`src/design/spot_pkg.sv`:
```
`default_nettype none
package spot_pkg;

	localparam int COORD_BITS_DEF = 16;
	localparam int TRIG_FRAC_DEF  = 14;

	// body descriptor layout
	localparam int DESC_W    = 17;
	localparam int SHAPE_BIT = 0;
	localparam int SELF_LO   = 1;
	localparam int HIT_LO    = 9;
	localparam int MASK_W    = 8;

	// angles in whole degrees
	localparam int ANG_W    = 9;
	localparam int ANG_FULL = 360;
	localparam int ANG_HALF = 180;
	localparam int ANG_QTR  = 90;
	localparam int QDEG_W   = 7;

	localparam longint unsigned PI_Q30 = 64'd3373259426;

	typedef enum logic [1:0] {
		CLS_CC,
		CLS_RR,
		CLS_CR
	} cls_t;

	typedef struct packed {
		logic valid;
		logic mask_ok;
		cls_t cls;
	} ctl_t;

	// sin magnitude of deg (0..90) at fb fraction bits; elaboration only
	// series terms divide by (2k)(2k+1) for k = 1..6
	function automatic longint unsigned trig_mag(input int deg, input int fb);
		longint unsigned x, x2, term, sum, d64;
		d64 = deg;
		x = (d64 * PI_Q30) / 64'd180;
		x2 = (x * x) >> 30;
		term = x;
		sum = x;
		term = ((term * x2) >> 30) / 64'd6;
		sum = sum - term;
		term = ((term * x2) >> 30) / 64'd20;
		sum = sum + term;
		term = ((term * x2) >> 30) / 64'd42;
		sum = sum - term;
		term = ((term * x2) >> 30) / 64'd72;
		sum = sum + term;
		term = ((term * x2) >> 30) / 64'd110;
		sum = sum - term;
		term = ((term * x2) >> 30) / 64'd156;
		sum = sum + term;
		sum = (sum + (64'd1 << (29 - fb))) >> (30 - fb);
		return sum;
	endfunction

endpackage
`default_nettype wire

```
`src/design/spot_trig.sv`:
```
`default_nettype none
module spot_trig
	import spot_pkg::*;
#(
	parameter int TRIG_FRACTION_BITS = TRIG_FRAC_DEF
) (
	input  logic [ANG_W-1:0]                    angle,
	output logic signed [TRIG_FRACTION_BITS+1:0] sine,
	output logic signed [TRIG_FRACTION_BITS+1:0] cosine,
	output logic                                 is_zero
);
	localparam int F  = TRIG_FRACTION_BITS;
	localparam int MW = F + 1;
	localparam int TW = F + 2;

	logic [MW-1:0] mag_tab [0:ANG_QTR];

	genvar g;
	for (g = 0; g <= ANG_QTR; g++) begin : g_tab
		assign mag_tab[g] = MW'(trig_mag(g, F));
	end

	// {negate, 0..90}
	function automatic logic [QDEG_W:0] fold_deg(input logic [ANG_W-1:0] d);
		logic [ANG_W-1:0] q;
		logic neg;
		q = d;
		neg = 1'b0;
		if (q >= ANG_W'(ANG_HALF)) begin
			q = q - ANG_W'(ANG_HALF);
			neg = 1'b1;
		end
		if (q > ANG_W'(ANG_QTR)) q = ANG_W'(ANG_HALF) - q;
		return {neg, q[QDEG_W-1:0]};
	endfunction

	logic [ANG_W-1:0]  ang_n, ang_c;
	logic [QDEG_W:0]   fs, fc;
	logic signed [TW-1:0] ms, mc;

	always_comb begin
		ang_n = (angle >= ANG_W'(ANG_FULL)) ? angle - ANG_W'(ANG_FULL) : angle;
		ang_c = ang_n + ANG_W'(ANG_QTR);
		if (ang_c >= ANG_W'(ANG_FULL)) ang_c = ang_c - ANG_W'(ANG_FULL);
		fs = fold_deg(ang_n);
		fc = fold_deg(ang_c);
		ms = $signed({1'b0, mag_tab[fs[QDEG_W-1:0]]});
		mc = $signed({1'b0, mag_tab[fc[QDEG_W-1:0]]});
		sine    = fs[QDEG_W] ? -ms : ms;
		cosine  = fc[QDEG_W] ? -mc : mc;
		is_zero = (ang_n == '0);
	end

endmodule
`default_nettype wire

```
`config.mk`:
```
export PLATFORM = sky130hd
export DESIGN_NAME = spot_trig
export DESIGN_NICKNAME = d
export VERILOG_FILES = /design/src/design/spot_pkg.sv /design/src/design/spot_trig.sv
export SDC_FILE = /design/constraint.sdc
export NUM_CORES = 1
export LEC_CHECK = 0
export BUFFER_PORTS_ARGS = -buffer_cell sky130_fd_sc_hd__buf_2
export CAP_MARGIN = 20
export CORE_MARGIN = 2
export CORE_UTILIZATION = 44
export DETAILED_ROUTE_END_ITERATION = 8
export PLACE_DENSITY = 0.65
export RECOVER_POWER = 25
export SLEW_MARGIN = 10
export SYNTH_ARGS = -nofsm -noshare
export SYNTH_HDL_FRONTEND = slang
export SYNTH_SLANG_ARGS = --single-unit
```
`constraint.sdc`:
```
create_clock -name vclk -period 36.1
set_clock_uncertainty 0.15 [all_clocks]
set_input_delay 10.83 -clock vclk [all_inputs]
set_output_delay 10.83 -clock vclk [all_outputs]
set_load 0.1 [all_outputs]
```
==> Word level (Yosys, flattened, before mapping) <==
Memories as Yosys holds them, arrays and structs flattened.
Index checks and enable logic that the tools add are counted.
{ "classes": {"addsub": 9, "magnitude_cmp": 8, "n_mux": 14, "bitwise": 2, "reduce_logical": 1} }
{ "ops": {"columns": ["op", "count"], "rows": [
  ["2-to-1 mux 15 bit", 4],
  ["2-to-1 mux 9 bit", 4],
  ["2-to-1 mux 16 bit", 2],
  ["negator 15 -> 16 bit", 2],
  [">= comparator 9 x 8 -> 1 bit (second input constant)", 2],
  [">= comparator 9 bit (second input constant)", 2],
  ["> comparator 9 x 7 -> 1 bit (second input constant)", 2],
  ["subtractor 9 x 8 -> 9 bit (second input constant)", 2],
  ["subtractor 9 bit (second input constant)", 2],
  [">= comparator 8 bit (second input constant)", 2],
  ["NOT 7 -> 8 bit", 2],
  ["2-to-1 mux 7 bit", 2],
  ["subtractor 6 x 7 -> 7 bit (first input constant)", 2],
  ["adder 9 x 7 -> 9 bit (second input constant)", 1],
  ["zero test 9 bit", 1],
  ["2-to-1 mux 1 bit", 2]
]} }
{ "totals": {"regBits": 0, "mem_bits_ro": 3840, "inputBits": 9, "out_inout_bits": 33, "word_cells": 36, "mem_count": 2} }
{ "mem_list": {"columns": ["name", "depth", "width", "rd", "rd_ports_with_merged_regs", "wr", "line", "rtl"], "rows": [
  ["(no name shown)", 128, 15, 1, 0, 0, "spot_trig.sv:48", "mc = $signed({1'b0, mag_tab[fc[QDEG_W-1:0]]});"],
  ["(no name shown)", 128, 15, 1, 0, 0, "spot_trig.sv:47", "ms = $signed({1'b0, mag_tab[fs[QDEG_W-1:0]]});"]
]} }

==> Depth between registers and ports, before layout <==
{ "depth": {"ltp_word": 15, "depth_mapped": 39, "ltp_nobuf": 34} }

==> Worst setup path after synthesis <==
No wires, ideal clock.
{ "synth_path": {"path_type": "input -> output", "from": "in angle[3]", "to": "out cosine[14]", "t_arrival_ns": 20.473, "setup_slack_ns": 4.647, "stages": 39, "path_buffers": 5, "cell_sequence": "buf_2 -> inv_1 -> ha_1 -> nand3b_1 -> o211ai_1 -> a21o_2 -> inv_2 -> ha_1 -> and2_1 -> clkbuf_1 -> a211oi_1 -> a21boi_1 -> or2_2 -> inv_1 -> ha_1 -> inv_1 -> xnor2_1 -> xnor2_1 -> [... 3 more ...] -> buf_6 -> a21oi_1 -> mux2_2 -> a31oi_4 -> mux2i_4 -> ha_1 -> buf_1 -> clkbuf_1 -> nor2_1 -> o221ai_1 -> o2111ai_1 -> a31o_2 -> inv_1 -> ha_1 -> o21ai_0 -> nor4_4 -> nor2_1 -> nor3_1"} }
{ "synth_via": {"elab_chain_len": 15, "elab_cells_between_ends": 20, "cone_classes": "add/sub (6); order compare (4); mux (8); bitwise (1); memory (1)"} }
{ "synth_rtl": {"columns": ["element", "line", "rtl"], "rows": [
  ["from (decl)", "spot_trig.sv:7", "input logic [ANG_W-1:0] angle,"],
  ["subtractor 9 bit / >= comparator 9 bit (equally long branches)", "spot_trig.sv:42", "ang_n = (angle >= ANG_W'(ANG_FULL)) ? angle - ANG_W'(ANG_FULL) : angle;"],
  ["2-to-1 mux 9 bit (*)", "spot_trig.sv:42", null],
  ["adder 9 x 7 -> 9 bit (*)", "spot_trig.sv:43", "ang_c = ang_n + ANG_W'(ANG_QTR);"],
  ["subtractor 9 bit / >= comparator 9 bit (equally long branches)", "spot_trig.sv:44", "if (ang_c >= ANG_W'(ANG_FULL)) ang_c = ang_c - ANG_W'(ANG_FULL);"],
  ["2-to-1 mux 9 bit (*)", "spot_trig.sv:44", null],
  ["subtractor 9 x 8 -> 9 bit / >= comparator 9 x 8 -> 1 bit (equally long branches)", "spot_trig.sv:30, spot_trig.sv:29", null],
  ["2-to-1 mux 9 bit", "spot_trig.sv:29", "if (q >= ANG_W'(ANG_HALF)) begin"],
  ["> comparator 9 x 7 -> 1 bit / subtractor 6 x 7 -> 7 bit (equally long branches)", "spot_trig.sv:33", "if (q > ANG_W'(ANG_QTR)) q = ANG_W'(ANG_HALF) - q;"],
  ["2-to-1 mux 7 bit", "spot_trig.sv:33", null],
  ["NOT 7 -> 8 bit (implied by the code)", "spot_trig.sv:48", null],
  ["memory (128 x 15 bit)", null, null],
  ["2-to-1 mux 15 bit (implied by the code) (2 in a row)", "spot_trig.sv:48", null],
  ["negator 15 -> 16 bit", "spot_trig.sv:50", "cosine = fc[QDEG_W] ? -mc : mc;"],
  ["2-to-1 mux 16 bit (*)", "spot_trig.sv:50", null],
  ["to (decl)", "spot_trig.sv:9", "output logic signed [TRIG_FRACTION_BITS+1:0] cosine,"]
]} }
Every way passes the cells marked *; elsewhere a longest branch is shown, timed or not. The select of a mux whose other input is x is not followed.

==> Worst setup path in the final report <==
{ "layout_path": {"from": "in angle[3]", "to": "out cosine[12]"} }
The elaborated chain is that of the path after synthesis.

==> results.yml <==
outcome:
  status: "finished with violations"
  failed_checks: "max-capacitance violations, max-slew violations"
clocking:
  cts_resized: 0
  postCtsHoldBufs: 0
  cts_setup_buffers: 0
setup_path:
  slowest_delay_ns: 0.75
  worst_path_most_repeated_cell: "ha_1"
  critPathArrivalTime_ns: 20.11
  cp.required_ns: 25.12
  crit_start: "angle[3]"
  cp_max_fo: 14
  endpoint_kind: "output port"
  path_class: "input port to output port"
  cpMaxStageDelayCell: "nor3_1"
  start_kind: "input port"
drt:
  ant_nets: 0
  drc: 0
  detail_route.first_pass.iterations: 6
  vias_per_cell: 7.25
  wirelength_mm: 29.3
  route.vias.total: 9732
  drt-initial-drc-count: 1881
  wl_per_cell_um: 21.8
grt:
  grt_max_degree: 48
  grt_pass1_vias: 8461
  grt_antenna_before_repair: 0
  grt_use_total_pct: 31.1
  grt_overflow: 0
  grt_pass1_wl_mm: 46.5
finish:
  fillCellCount: 1723
  seq_cell_count: 0
  area_growth_pct: 2.88
  final_cell_mix: "120 x nand2_1, 100 x nor2_1, 96 x a21oi_1"
  layout_commonest_cell: "nand2_1"
  final-seq-area_um2: 0
  diodes: 0
  drive_above_1_share_pct: 11.9
  layoutNonFillerInstCount: 1343
  clock_buffers: 0
  multiInputGateArea_um2: 6830
  nets: 1159
sta:
  period_minus_slack_ns: 31.09
  max_freq_mhz: 32.2
  relSlewSlack_pct: -2.90
  max_slew.worst_pin.slew_ns: 1.54
  post-route-period-util_pct: 86.1
  setup_viol: 0
  drv_slew: 31
  tns_ns: 0
  rsz0062_at_grt: "false"
  finalHoldViolCount: 0
placement:
  dp_cells: 1340
  globalplace.congestion: 1.04
  port_buffers: 42
  post-dp-hpwl_mm: 20.6
die:
  io_pins: 42
  die_x_um: 133
  rows: 47
  initial_core_util_pct: 44.8
  fp.dieH_um: 133
  core_area_um2: 16500
  dieArea_um2: 17800
synthesis:
  synth_area_um2: 7380
  yosysUniqueCellTypes: 114
  syn_area_per_cell_um2: 6.36
  yosys_warnings: 0
  synth_cells: 1160
  syn-num-nets: 1194
  synth_seq_area_share_pct: 0
hold_path:
  hp-class: "input port to output port"
  min_from: "angle[7]"
flow_run:
  timing.max_cap.violations: 1
-- cells in the mapped netlist, drive strengths merged, types with 12 or more instances --
cell type / count / area share, %
nand2: 122 / 6.3
nor2: 106 / 5.6
a21oi: 99 / 7.0
o21ai: 96 / 6.7
clkbuf: 65 / 3.4
nor3: 56 / 4.2
nand3: 48 / 3.3
buf: 37 / 2.9
xnor2: 35 / 4.2
a31oi: 34 / 3.1
o211ai: 33 / 3.5
a211oi: 30 / 3.2
inv: 28 / 1.5
ha: 25 / 4.2
mux2i: 23 / 3.5
nor4: 18 / 1.7
nand4: 16 / 1.4
o22ai: 16 / 1.4
o221ai: 13 / 1.6
or3: 13 / 1.1
a22oi: 12 / 1.2
and2: 12 / 1.0
-- area by class of cell --
type	instances	area share [%]
inverters	30	1.52
well taps	220	3.63
multi-input cells	1028	90.0
repair buffers	65	4.88
-- layer usage --
layer  GRT usage [%]  vias up  part of all wire [%]
li1                -     4463                     -
met1            43.2     4421                    41
met2            49.4      728                    44
met3            4.15      120                    11
met4            11.2        0                   3.7
met5               0        -                     0
-- stage by stage --
stage	hold WS [ns]	setup slack [ns]	cell area (µm²)	utilization, %
2_1_floorplan	22.19	4.65	7380	-
3_3_place_gp	22.42	4.79	7580	46.0
3_5_place_dp	22.44	4.68	7580	46.0
4_1_cts	22.44	4.70	7580	46.0
5_1_grt	22.50	4.31	7590	46.1
6_report	22.45	5.01	7590	46.1
-- cells by family after synthesis --
kind of cell	share of synthesized area, %
simple gates	29.4
xor+xnor	6.38
mux	5.04
compound gates	47.1
buf+inv	7.78
fa+ha+maj	4.24
-- worst paths after layout --
| path | to | slack, ns | cells past startpoint |
|---|---|---|---|
| max | cosine[12] | 5.01 | 34 |
| min | is_zero | 22.45 | 5 |
-- worst max-delay path, delay by kind of cell --
family,cells,cell delay [ns]
AOI/OAI and AO/OA,10,2.69
and+or+nand+nor,8,2.54
muxes,3,1.53
adders and majority gates,5,1.16
buffers and inverters,7,1.14
xor gates and xnor gates,1,0.17
Power is left out: the tool's default activity adds up to more than one toggle a clock period on the data nets, which glitch-free logic cannot reach.
